## src/rtl/assert_macros.svh

```systemverilog
// shared assertion macros
`ifndef ASSERT_MACROS_SVH
`define ASSERT_MACROS_SVH
`ifndef NO_ASSERTIONS
`define ASSERT_CLK(label, clk, rst_n, prop, msg) \
  label: assert property (@(posedge clk) disable iff (!rst_n) prop) else $error(msg);
`define ASSERT_NEVER(label, clk, rst_n, expr, msg) \
  label: assert property (@(posedge clk) disable iff (!rst_n) !(expr)) else $error(msg);
`else
`define ASSERT_CLK(label, clk, rst_n, prop, msg)
`define ASSERT_NEVER(label, clk, rst_n, expr, msg)
`endif
`endif

```

## src/rtl/rog_pkg.sv

```systemverilog
package rog_pkg;
  typedef struct packed {
    logic signed [31:0] pos_x;
    logic signed [31:0] pos_y;
    logic signed [31:0] pos_z;
    logic [15:0] atom_mass;
    logic last_atom;
  } in_item_t;

  typedef struct packed {
    logic [31:0] gyration_radius;
    logic [31:0] max_distance;
    logic too_light;
  } out_item_t;

  // one queued atom after classification
  typedef struct packed {
    logic store;
    logic last;
    logic signed [31:0] x;
    logic signed [31:0] y;
    logic signed [31:0] z;
    logic [15:0] w;
  } job_t;

  localparam logic [15:0] ONE_Q8 = 16'd256;
  localparam logic [0:0] REG_USE_MASS = 1'b0;
  localparam logic [0:0] REG_MIN_TOTAL = 1'b1;
endpackage

```

## src/rtl/rog_front.sv

```systemverilog
// classifies items: picks weight, decides whether the atom is stored
`include "assert_macros.svh"
module rog_front #(
  parameter int MAX_ATOMS = 4096
) (
  input  logic clk,
  input  logic rst_n,
  input  logic in_valid,
  output logic in_stall,
  input  rog_pkg::in_item_t in_data,
  input  logic use_mass,
  output logic q_valid,
  input  logic q_pop,
  output rog_pkg::job_t q_job
);
  localparam int CW = $clog2(MAX_ATOMS + 1);
  logic [CW-1:0] cnt_r;
  rog_pkg::job_t q_r [2];
  logic [1:0] fill_r;
  logic rd_r, wr_r;
  logic acc;
  rog_pkg::job_t j;

  assign in_stall = (fill_r == 2'd2);
  assign acc = in_valid && !in_stall;
  assign q_valid = (fill_r != 2'd0);
  assign q_job = q_r[rd_r];

  always_comb begin
    j.store = (cnt_r < CW'(MAX_ATOMS));
    j.last = in_data.last_atom;
    j.x = in_data.pos_x;
    j.y = in_data.pos_y;
    j.z = in_data.pos_z;
    j.w = use_mass ? in_data.atom_mass : rog_pkg::ONE_Q8;
  end

  always_ff @(posedge clk) begin
    if (!rst_n) begin
      cnt_r <= '0;
      fill_r <= '0;
      rd_r <= 1'b0;
      wr_r <= 1'b0;
    end else begin
      if (acc) begin
        q_r[wr_r] <= j;
        wr_r <= !wr_r;
        if (in_data.last_atom) cnt_r <= '0;
        else if (j.store) cnt_r <= cnt_r + 1'b1;
      end
      if (q_pop && q_valid) rd_r <= !rd_r;
      fill_r <= fill_r + {1'b0, acc} - {1'b0, q_pop && q_valid};
    end
  end

  `ASSERT_NEVER(a_q_over, clk, rst_n, fill_r > 2'd2, "queue overfull")
  `ASSERT_CLK(a_cnt, clk, rst_n, cnt_r <= CW'(MAX_ATOMS), "count past depth")
  `ASSERT_CLK(a_pop, clk, rst_n, q_pop |-> q_valid, "pop of empty queue")
endmodule

```

## config.mk

```make
export PLATFORM = sky130hd
export DESIGN_NAME = rog_front
export DESIGN_NICKNAME = d
export VERILOG_FILES = /design/src/rtl/rog_pkg.sv /design/src/rtl/rog_front.sv
export VERILOG_INCLUDE_DIRS = /design/src /design/src/rtl
export SDC_FILE = /design/constraint.sdc
export NUM_CORES = 1
export LEC_CHECK = 0
export BUFFER_PORTS_ARGS = -buffer_cell sky130_fd_sc_hd__buf_2
export CORE_ASPECT_RATIO = 1.2
export CORE_MARGIN = 2
export CORE_UTILIZATION = 50
export CTS_CLUSTER_SIZE = 25
export DETAILED_ROUTE_END_ITERATION = 10
export GPL_ROUTABILITY_DRIVEN = 0
export PLACE_DENSITY = 0.76
export SLEW_MARGIN = 15
export SYNTH_ARGS = -nofsm -noshare
export SYNTH_HDL_FRONTEND = slang
export SYNTH_SLANG_ARGS = --single-unit
```

## constraint.sdc

```tcl
create_clock -name clk -period 12.15 [get_ports clk]
set_input_delay 0.6075 -clock clk [delete_from_list [all_inputs] [get_ports clk]]
set_output_delay 0.6075 -clock clk [all_outputs]
set_load 0.01 [all_outputs]
```

# After elaboration in Yosys (flattened, before gate mapping)
# Memories as Yosys holds them, arrays and structs flattened. A register that Yosys moved wholly into a read port is not among the register bits.
# Index checks and enable logic that the tools add are counted.
# totals
register_bits	17
ramBits	228
inputBits	118
output_inout_bits	116
n_memories	1
# classes
addsub	3
n_lt_le_gt_ge	1
eq_ne	1
muxes	8
reduce_logical	8
# memory_table
memory	words	width	read_ports	rd_ports_with_merged_regs	write_ports	line_no	source
q_r	2	114	1	1	1	rog_front.sv:18	rog_pkg::job_t q_r [2];
# op_table
op	count
$mux W13	2
$mux W16	1
$add A13 B1 Y13 const B	1
$lt A13 B13 Y1 const B	1
$mux W1	5
$reduce_bool A2 Y1	2
$logic_not A1 Y1	3
$add A2 B1 Y2	1
$eq A2 B2 Y1 const B	1
$logic_and A1 B1 Y1	2
$reduce_and A2 Y1	1
$sub A2 B1 Y2	1

# Depth between registers and ports, before layout
# Gate-level depths: netlist (run 1).
# depth
depth_word	6
mapped_depth	8
mapped_depth_nobuf	8

# Worst setup path before layout (run 1)
# OpenSTA, ideal clock, no wires.
# synth_timing
kind	input to register
start	input port rst_n
end	memory q_r[0][0] in the netlist's numbering (enable)
setup_time_ns	0.726
arrival_ns	8.593
t_required_ns	11.424
slack_ns	2.831
cell_stages	2
path_cell_list	clkinv_1 -> nor3_1
# synth_between
elab_chain_cells	2
# synth_lines
element	line_no	source
start: declaration	rog_front.sv:7	input logic rst_n,
$mux W1	rog_front.sv:39	if (!rst_n) begin
$mux W1 (implied by the code)	rog_front.sv:46	q_r[wr_r] <= j;
end: declaration	rog_front.sv:18	
# Every way passes these cells.

==> out/summary.md, run 1 <==
The delay of the slowest critical-path stage was 0.83 ns. The top fanout value on the critical path is 59. Wire length per cell after detailed routing: 18.13 um.

The critical path launch point type is a register. The number of vias after detailed routing was 5009. The number of fill cells in the layout was 1297; the register bit total from synthesis was 246.

TritonCTS built the clock tree. The fraction of power spent switching nets is 24.45%. The count of endpoints failing setup in the final report was 0. The average cell area after synthesis is 19.46 sq um, and the internal power of the cells is 1.663 mW. Setup repair after global routing left no endpoint under its margin. The normalized max-slew margin was 47.59%.

The final instance area was 11400 sq um. For the number of post-CTS setup repair buffers, the log shows 0. The run gives 0 as the final number of max-transition violations.

For this design the static power due to leakage is 4.205 nW. The number of input and output port buffers inserted is 233. The worst setup path is of the reg2out kind.

The maximum buffer depth of the clock tree came out at 3. After synthesis, flip-flops and latches occupy 78.81% of the total area. For this run, the top clock speed supported by timing is 303.8 MHz.

The number of nets produced by synthesis is 591. Power spread over the standard cell area amounts to 193.1 nW/um^2. The post-DP HPWL was 11550 um; the vertical die dimension was 152.2 um. The logic gate share of total power was 18.4%. Across all hold checks on the routed design, the worst slack comes to 0.2906 ns. The die width was 127.5 um; the register clock-pin slew on the reported worst setup and hold paths was 0.06 ns. The number of hold buffers added after CTS was 0. The critical path goes through buf_4 > mux2_2 > buf_2.

The total of cells resized after clock tree synthesis was 0. For the total count of hold-check failures in the final report, the log shows 0. Clock skew on the completed layout was measured at 0.01258 ns. The initial antenna violation count was 3; the aggregate negative setup slack was 0 ns. In the final layout, the share of cells above drive strength 1 is 53.45%.

Summed over all nets, the switching power comes to 0.5383 mW. 0 antenna diodes ended up in the layout. Number of nets in the final layout: 842. Across the VDD grid, the largest voltage drop is 0.0001543 V.

The tree is rooted in a clkbuf_16. Counting distinct cell types in the post-synthesis netlist gives 32. The tools report the via count of the first global-routing pass as 5342. Remaining routing DRC violations: 0.

The path class of the tightest hold or removal check is in2reg. In the layout the commonest cells are 233 x buf_2, 228 x edfxtp_1, 114 x mux2_2. For the wire length of the first global-routing pass, the log shows 27240 um.

For this design, the sink count on the clock tree is 246. The smallest clock period supported by the final layout is computed as 3.292 ns. The clock network accounts for 34.1% of the total power. Wires add up to 17460 um. The tools report the number of H-tree levels as 1.

For this run, the number of Yosys warnings is 0. The detailed router finished its first iteration with 359 violations. The library cell used most frequently in the layout, excluding fill and tap cells, is buf_2. The total overflow left after global routing is 0.

The worst setup path is captured at an output port. The most critical setup path has its endpoint at q_job[23]. The initial utilization of the core area, before any placement, comes to 50.69%. Total die area: 19390 sq um. The mapped netlist covers 9145 sq um.

234 I/O pins were placed. The data arrival time at the worst-slack endpoint is 2.68 ns, and the later-pin clock latency in the skew report is 0.50 ns. Compared with the post-synthesis result, the final layout area differs by 24.67%. In this run the remaining antenna-violating nets after routing total 0.

The cell count after synthesis came out at 470. The startpoint identified for the worst hold timing path is in_data[74]. The count of cells along the worst register-to-register path is 5.

The final critical-path share of the clock period came out at 27.09%. The region available for standard cell placement spans 18040 sq um. Global routing used 17.77% of the available tracks across all layers.

For this design, the slowest cell found on the critical path is dfxtp_4. For the worst setup path, the data required time is 11.54 ns. The worst register-to-register path ends at q_r[1][37]. The first TritonRoute pass finished after 6 iterations. Pin count of the biggest net entering global routing: 60.

The source of the worst register-to-register timing path is fill_r[0]. The floorplan has 54 rows. The slew at the pin closest to its max-slew limit is 0.7861 ns, and the total of max-cap violations is 0. Clock tree synthesis inserted a total of 24 buffers. The flow ran to the end, and the final reports show no timing, DRC or antenna violations.

The via density per instance was 5.201; the cell area after placement was 10590 sq um. The tools report the reg2reg setup slack as 9.66 ns. The relative contribution of sequential cells to total power was 47.5%.
==> per-layer routing <==
| layer | vias up | wire length [um] | track usage, % |
|---|---|---|---|
| li1 | 2348 | - | - |
| met1 | 2426 | 6444 | 20.03 |
| met2 | 186 | 9183 | 32.24 |
| met3 | 45 | 1315 | 4.986 |
| met4 | 4 | 486 | 5.913 |
| met5 | - | 29 | 0 |
==> layout make-up <==
| cell class | instances | area [sq um] | area share (%) |
|---|---|---|---|
| clock inverters | 14 | 166.4 | 1.460 |
| flip-flops and latches | 246 | 7211 | 63.25 |
| multi-input cells | 205 | 1869 | 16.40 |
| clock buffers | 30 | 644.4 | 5.652 |
| repair buffers | 239 | 1211 | 10.62 |
| well taps | 224 | 280.3 | 2.458 |
| inverters | 5 | 18.77 | 0.1646 |
==> flip-flops by register name, summed over array words and instances, names as in the netlist, named ones only <==
| register | cells |
|---|---|
| fill_r | 2 |
| wr_r | 1 |
| rd_r | 1 |
| q_r | 228 |
| cnt_r | 13 |
==> power by group through the flow <==
stage                     logic [mW]  clock network [mW]  registers (mW)
final                          0.405               0.752            1.04
after global routing           0.438               0.805            1.05
after CTS                      0.412               0.770            1.05
after detailed placement       0.409                   0            1.06
after global placement         0.402                   0            1.06
after floorplan                0.275                   0            1.05
==> how the worst min path moves through the flow <==
| stage | cells after the start | end |
|---|---|---|
| finish | 1 | q_r[0][73] |
| floorplan | 2 | cnt_r[1] |
| detailed placement | 2 | cnt_r[1] |
| global placement | 2 | cnt_r[1] |
| global route | 1 | q_r[0][28] |
| CTS | 1 | q_r[1][75] |
==> cells by family after synthesis <==
logic type | after synthesis | synth area share, %
flops | 246 | 78.81
simple gates | 63 | 4.145
buf+inv | 19 | 0.8619
compound gates | 19 | 1.163
xor+xnor | 6 | 0.5747
fa+ha+maj | 3 | 0.4105
mux | 114 | 14.04
==> worst max-delay path, delay by kind of cell (launching register included) <==
kind / cells / cell delay [ns]
flip-flops: 1 / 0.83
multiplexers: 1 / 0.42
buffers and inverters: 2 / 0.86
==> through the flow <==
step           total power, mW  util [%]  std cells  setup WS, ns
2_1_floorplan            1.326         -        470         2.831
3_3_place_gp             1.460     58.70        919         9.340
3_5_place_dp             1.473     58.70        919         9.255
4_1_cts                  2.228     63.20        963         8.807
5_1_grt                  2.296     63.20        963         8.674
6_report                 2.201     63.20        963         8.858
==> Yosys cell counts <==
cell type / n / area (sq um)
nand2b_1: 2 / 12.51
or3_1: 4 / 25.02
nand2_1: 11 / 41.29
nand3_1: 2 / 10.01
clkbuf_1: 8 / 30.03
edfxtp_1: 228 / 6847
xor2_1: 3 / 26.28
nor3_1: 2 / 10.01
or2b_1: 1 / 7.510
nand2b_4: 1 / 13.76
a31oi_1: 1 / 6.260
and2_1: 17 / 106.4
nor2_1: 6 / 22.52
o21ai_0: 5 / 25.02
inv_1: 4 / 15.01
clkinv_1: 1 / 3.750
mux2_2: 114 / 1284
nand4_2: 2 / 25.02
a21oi_1: 8 / 40.04
dfxtp_1: 18 / 360.4
xnor2_1: 3 / 26.28
ha_1: 3 / 37.54
nand4_1: 4 / 25.02
or2_2: 1 / 6.260
or3_2: 2 / 15.01
and3_1: 2 / 12.51
o211ai_1: 3 / 22.52
or4_1: 5 / 37.54
or3b_2: 1 / 8.760
buf_2: 6 / 30.03
o21ai_1: 1 / 5.000
o31ai_1: 1 / 7.510
Note: power is estimated with default switching activity, not from simulation.
==> inputs of run 2 (changes only) <==
- clock period: 12.15 -> 3.3 ns (I/O delays scaled with it)
==> run 2 against run 1 <==
  * First-iteration DRC count shrank 19%
  * Hold slack worse by 0.20 ns
  * Routed wire length rose by 9.4%
  * Global-route usage increased by 1.5 points
  * Die area is the same
==> out/summary.md, run 2 (synthesis results as in run 1) <==
The count of endpoints failing setup in the final report is 0 (unchanged). TritonCTS built the clock tree. The worst path needs 2.141 ns of the cycle, external delays included. The tools report the maximum clock skew at final layout as 0.01654 ns (+0.003962 ns). The via density per instance is 5.046 (-3.0%), and the final number of max-transition violations is 0 (unchanged).

The die width is 127.5 um (unchanged). The worst register-to-register path begins at fill_r[1]. In this run the critical register-to-register path is captured at fill_r[1]. The number of nets in the final layout was 958 (+14%); the maximum buffer depth of the clock tree was 3 (unchanged). The sum of routed wire length over all layers was 19110 um (+9.4%). The slew at the pin closest to its max-slew limit works out to 0.6797 ns (-0.1064 ns).

The library cells used most frequently in the layout, excluding fill and tap cells, are 233 x buf_2, 228 x edfxtp_1, 114 x mux2_2, 114 x dlygate4sd3_1, 25 x clkbuf_16. The normalized max-slew margin is 54.38% (+6.8 points), and the number of input and output port buffers inserted is 233 (unchanged). The largest registers in the layout are q_r x228, cnt_r x13, fill_r x2. Following the worst setup path forward leads to its endpoint at q_job[43]. The flow ran to the end, and the final reports show no timing, DRC or antenna violations.

The met2 demand-to-capacity share in global routing was 36.52% (+4.3 points). The tools report the aggregate negative setup slack as 0 ns (unchanged). For the met1 track utilization from global routing, the log shows 21.28% (+1.2 points).

The flip-flop count of the largest register after layout is 228 (unchanged). The post-DP HPWL is 11490 um (-0.53%). The core area came out at 18040 sq um (unchanged). The fraction of layout cells with a size suffix above 1 was 46.96% (-6.5 points). Setup repair after global routing left no endpoint under its margin. The number of rows in the core area was 54 (unchanged); the total of cells resized after clock tree synthesis was 0 (unchanged).

The post-detailed-route count of antenna-violating nets was 0 (unchanged). The worst setup slack before clock tree synthesis was 1.425 ns (-7.830 ns). The tools report the cell leakage power as 4.672 nW (+11%).

Static timing analysis puts the maximum clock frequency at 467.0 MHz. Most frequent standard cell in the layout excluding fill and tap cells: buf_2. I/O pin total: 234 (unchanged).

The delay of the slowest critical-path stage was 0.48 ns (-0.35 ns); the total number of clock tree sinks was 246 (unchanged). The overall global routing resource usage was 19.31% (+1.5 points). The met3 track utilization from global routing was 4.459% (-0.53 points).

The total clock buffers created by CTS was 24 (unchanged); the reg2reg setup slack was 1.47 ns (-8.19 ns). The run gives 19390 sq um (unchanged) as the total die area. STA classifies the critical path endpoint as an output port. The logs give 1 (unchanged) for the number of H-tree levels and 0.0004959 V (+220%) for the largest vdd supply drop.

In this run the clock root is driven by a clkbuf_16. The data arrival time at the worst-slack endpoint was 1.98 ns (-0.70 ns). The tools report the critical path launch point type as a register. The growth of design area from synthesis to finish was 36.93%; the register clock-pin slew on the reported worst setup and hold paths was 0.06 ns (about the same).

In the finished design, the share of the clock period the worst path needs comes to 64.89%. The initial antenna violation count is 2 (-1). The detailed-router iteration count before antenna repair was 4 (-2).

The slowest cell on the critical path was buf_4. The power per standard cell area is 642.4 nW/um^2 (+230%). For the number of vias after detailed routing, the log shows 5450 (+8.8%). By startpoint and endpoint, the worst setup path is classified as reg2out. The run gives 114 (+114) as the number of buffers inserted for hold repair after clock tree synthesis.

The total grt overflow is 0 (unchanged), and the vertical die dimension is 152.2 um (unchanged). The critical path goes through buf_4 > mux2_2 > buf_2. The starting utilization of the core area was 50.69% (unchanged). The remaining routing DRC violations was 0 (unchanged); the number of post-CTS setup repair buffers was 0 (unchanged).

The total count of hold-check failures in the final report came out at 0 (unchanged). The violation count after the first detailed-route iteration came out at 289 (-19%). The utilization after layout is 69.41% (+6.2 points). More flip-flops sit in one register than any other, and that register is q_r.

In this run the worst hold path is classified as in2reg. The via count of the first global-routing pass was 5935 (+11%); the count of cells along the worst register-to-register path was 8 (+3). The tools report the worst-case setup margin in the final layout as 1.159 ns (-7.700 ns). The logs give 67 (+12%) for the pin count of the biggest net entering global routing and 29610 um (+8.7%) for the wire length of the first global-routing pass.

The wire length per cell after detailed routing is 17.69 um (-2.4%), and the total of max-cap violations is 0 (unchanged). The top fanout value on the critical path is 43 (-27%). For the later-pin clock latency in the skew report, the log shows 0.51 ns (about the same). Busiest metal layer after global routing: met2.

The worst endpoint required time is 3.13 ns (-8.41 ns), and the number of fill cells in the layout is 1147 (-12%).
## run 2: cell types whose count changed in the layout (fill, tap and decap cells not counted), sizes merged
cell	before	now
buf	239	241
bufinv	4	1
clkbuf	30	29
clkinv	9	11
clkinvlp	2	3
diode	0	2
dlygate4sd3	0	114
## run 2: layout make-up
cell class | instances | area (sq um) | area share [%]
Antenna cell | 2 | 5.005 | 0.03997
Clock buffer | 29 | 640.6 | 5.116
Clock inverter | 14 | 96.34 | 0.7694
Inverter | 5 | 18.77 | 0.1499
Multi-Input combinational cell | 205 | 1889 | 15.09
Sequential cell | 246 | 7212 | 57.59
Tap cell | 224 | 280.3 | 2.238
Timing Repair Buffer | 355 | 2380 | 19.00
## run 2: worst max-delay path: cells and delay by family, from the launching register on
kind	cells	cell delay [ns]
buffers and inverters	2	0.63
muxes	1	0.42
DFF	1	0.40
## run 2: stage by stage
step / hold WS, ns / area, sq um / power, mW / std cells
2_1_floorplan: 0.2639 / 9176 / 4.843 / 470
3_3_place_gp: 0.3532 / 10640 / 5.411 / 921
3_5_place_dp: 0.3567 / 10640 / 5.452 / 921
4_1_cts: 0.05724 / 12520 / 8.109 / 1078
5_1_grt: 0.09108 / 12520 / 8.369 / 1080
6_report: 0.08618 / 12520 / 8.044 / 1080
## run 2: where the power goes
group | internal (mW) | switching [mW]
logic | 0.841 | 0.883
clock network | 1.46 | 1.09
registers | 3.70 | 0.0741
## run 2: worst min path at each step
stage	start	to	slack [ns]	cells after the start
6_report	use_mass	q_r[0][8]	0.09	2
5_1_grt	use_mass	q_r[0][8]	0.09	2
3_5_place_dp	in_data[89]	q_r[0][88]	0.36	1
2_1_floorplan	in_data[101]	q_r[0][100]	0.26	0
4_1_cts	use_mass	q_r[0][8]	0.06	2
3_3_place_gp	in_data[108]	q_r[1][107]	0.35	1
## run 2: routing by layer
layer / vias up / routed length [um] / part of all wire [%]
met5: - / 0 / 0
met4: 0 / 395 / 2.1
met3: 37 / 1286 / 6.7
met2: 195 / 10360 / 54
met1: 2654 / 7067 / 37
li1: 2564 / - / -
==> inputs of run 3 (changes only) <==
- CORE_UTILIZATION: 50 -> 48
- clock period: 3.3 -> 1.8 ns (I/O delays scaled with it)
==> run 3 against run 2 <==
  * The flow now finishes with violations (negative setup slack)
  * Cell count increased by 5.3%
  * Count of clock-buffer cells in the layout up 3
  * Power increased by 100%
  * Utilization increased by 1.6 points
  * Sequential power up 83%
  * Flip-flop and latch count unchanged
  * Global-route usage up 0.24 points
  * Largest power group unchanged
  * Hold slack got worse by 0.083 ns
==> out/summary.md, run 3 (synthesis results as in run 1) <==
Utilization after layout: 71.06% (+1.6 points). The checks that failed: negative setup slack. The highest attainable clock frequency was 550.2 MHz. The slew at the pin closest to its max-slew limit came out at 0.6927 ns (+0.01292 ns).

The number of H-tree levels was 1 (unchanged). The number of nets in the final layout was 981 (+2.4%); the maximum buffer depth of the clock tree was 3 (unchanged). The normalized max-slew margin is 53.51% (-0.87 points), and the maximum clock skew at final layout is 0.01633 ns (-0.0002110 ns). The run gives 0.001079 V (+120%) as the largest vdd supply drop. The type of the tightest min-delay check was in2reg. For the final instance area, the log shows 13350 sq um (+6.6%).

The vertical die dimension is 155.2 um (+2.0%). The total number of clock tree sinks is 246 (unchanged), and the number of standard cells in the layout, taps in and fillers out is 1137 (+5.3%). The power per standard cell area was 1213 nW/um^2 (+89%). The overall power consumption is 16.20 mW (+100%), and the wire length per cell after detailed routing is 19.43 um (+9.8%).

The largest registers in the layout are q_r x228, cnt_r x13, fill_r x2. The tools report the total count of hold-check failures in the final report as 0 (unchanged). The fraction of layout cells with a size suffix above 1 was 48.81% (+1.8 points); the total placed cells including tap cells was 962 (+4.5%). The violation count after the first detailed-route iteration was 226 (-22%).

Top fanout value on the critical path: 11 (-74%). The post-DP HPWL came out at 12720 um (+11%). Setup repair after global routing could not meet its margin everywhere. The die width was 130.0 um (+2.0%); the I/O pin total was 234 (unchanged). The starting utilization of the core area is 48.68% (-2.0 points). The tools report the final number of max-transition violations as 0 (unchanged). The remaining routing DRC violations came out at 0 (unchanged). The pin count of the biggest net entering global routing was 35 (-48%); the cell area after placement was 10880 sq um (+2.3%). TritonCTS built the clock tree.

The run gives 5762 (+5.7%) as the number of vias after detailed routing. STA classifies the critical path startpoint as a register. The cell leakage power was 5.051 nW (+8.1%). In the finished design, the share of the clock period the worst path needs comes to 101.0%.

For the worst-case setup margin in the final layout, the log shows -0.01768 ns (-1.176 ns). The run finished, with violations left. Total die area: 20180 sq um (+4.0%). Wire length of the first global-routing pass: 30460 um (+2.9%). The core area is 18790 sq um (+4.1%), and the worst setup slack before clock tree synthesis is 0.05190 ns (-1.373 ns). Clock tree root driver cell: clkbuf_16. The tools report the count of endpoints failing setup in the final report as 9 (+9). The run gives 55 (+1.9%) as the number of rows in the core area.

The tools report the detailed-router iteration count before antenna repair as 4 (unchanged). Register bank with the most flops: q_r. The run gives 19.55% (+0.24 points) as the overall global routing resource usage. Post-detailed-route count of antenna-violating nets: 0 (unchanged).

Type of element capturing the critical path: an output port. For the total clock buffers created by CTS, the log shows 25 (+4.2%). The area growth from synthesis to layout is 45.98%. In the layout the commonest cells are 228 x edfxtp_1, 206 x buf_2, 115 x dlygate4sd3_1. The worst hold slack is 0.003409 ns (-0.08277 ns), and the number of input and output port buffers inserted is 233 (unchanged). The worst endpoint required time is 1.71 ns (-1.42 ns). The flip-flop count of the largest register after layout works out to 228 (unchanged).

Total of max-cap violations: 0 (unchanged). The type of the setup path with the least slack was reg2out. The via density per instance was 5.068 (+0.42%). For the via count of the first global-routing pass, the log shows 6192 (+4.3%). The routed design could run at a clock period as short as 1.818 ns. The logs give 0.51 ns (about the same) for the later-pin clock latency in the skew report and 22090 um (+16%) for the sum of routed wire length over all layers.

The initial antenna violation count is 2 (unchanged). The register clock-pin slew on the reported worst setup and hold paths works out to 0.06 ns (about the same). The most frequent standard cell in the layout excluding fill and tap cells is edfxtp_1.

The aggregate negative setup slack is -0.06209 ns (-0.06209 ns), and the total grt overflow is 0 (unchanged). The data arrival time at the worst-slack endpoint was 1.73 ns (-0.25 ns).
## run 3: cell count changes in the layout (fill, tap and decap cells not counted), moves of 2 or more
cell and change:
mux2_4 +22, buf_16 +2, mux2_2 -22, buf_4 +3, buf_12 +10, clkbuf_16 +8, buf_2 -27, buf_6 +28
clkinv_1 -2
## run 3: layout make-up
cell class                 count  area (sq um)
multi-input combinational    205          1974
timing repair buffer         377          2980
clock buffer                  32         737.0
antenna                        2         5.005
tap                          256         320.3
fill                        1160          5436
clock inverter                14         102.6
inverter                       5         18.77
sequential                   246          7212
## run 3: layer usage
| metal | global-route usage (%) | routed length, um | up-vias |
|---|---|---|---|
| li1 | - | - | 2634 |
| met2 | 36.15 | 12050 | 233 |
| met1 | 20.38 | 7966 | 2839 |
| met5 | 0 | 0 | - |
| met3 | 5.261 | 1378 | 56 |
| met4 | 8.858 | 697 | 0 |
## run 3: what timing repair did
item                                    4_1_cts  5_1_grt
pin swaps                                     0        2
hold endpoints to repair                    229        0
setup buffers                                 6        1
endpoints found under the setup margin      100      108
gates cloned                                  1        4
hold buffers                                115        0
gates resized for setup                       0       53
## run 3: power by group
group	switching [mW]	total (mW)	internal [mW]
clock	2.10	5.14	3.05
combinational	1.89	4.15	2.26
sequential	0.132	6.90	6.77
total	4.12	16.2	12.1
## run 3: worst max-delay path, cell delays in order, from the launching register on
cell and delay (ns):
dfxtp_4 0.39, buf_12 0.16, clkbuf_16 0.19, mux2_2 0.35, buf_6 0.13
## run 3: worst paths after layout
| kind | startpoint | end | slack (ns) | depth (start not counted) |
|---|---|---|---|---|
| worst min-delay path | q_pop | register | 0.003 | 4 |
| worst min register to register | cnt_r[1] | cnt_r[1] | 0.48 | 2 |
| worst max register to register | fill_r[1] | fill_r[1] | 0.02 | 8 |
| worst max-delay path | register | q_job[5] | -0.02 | 4 |
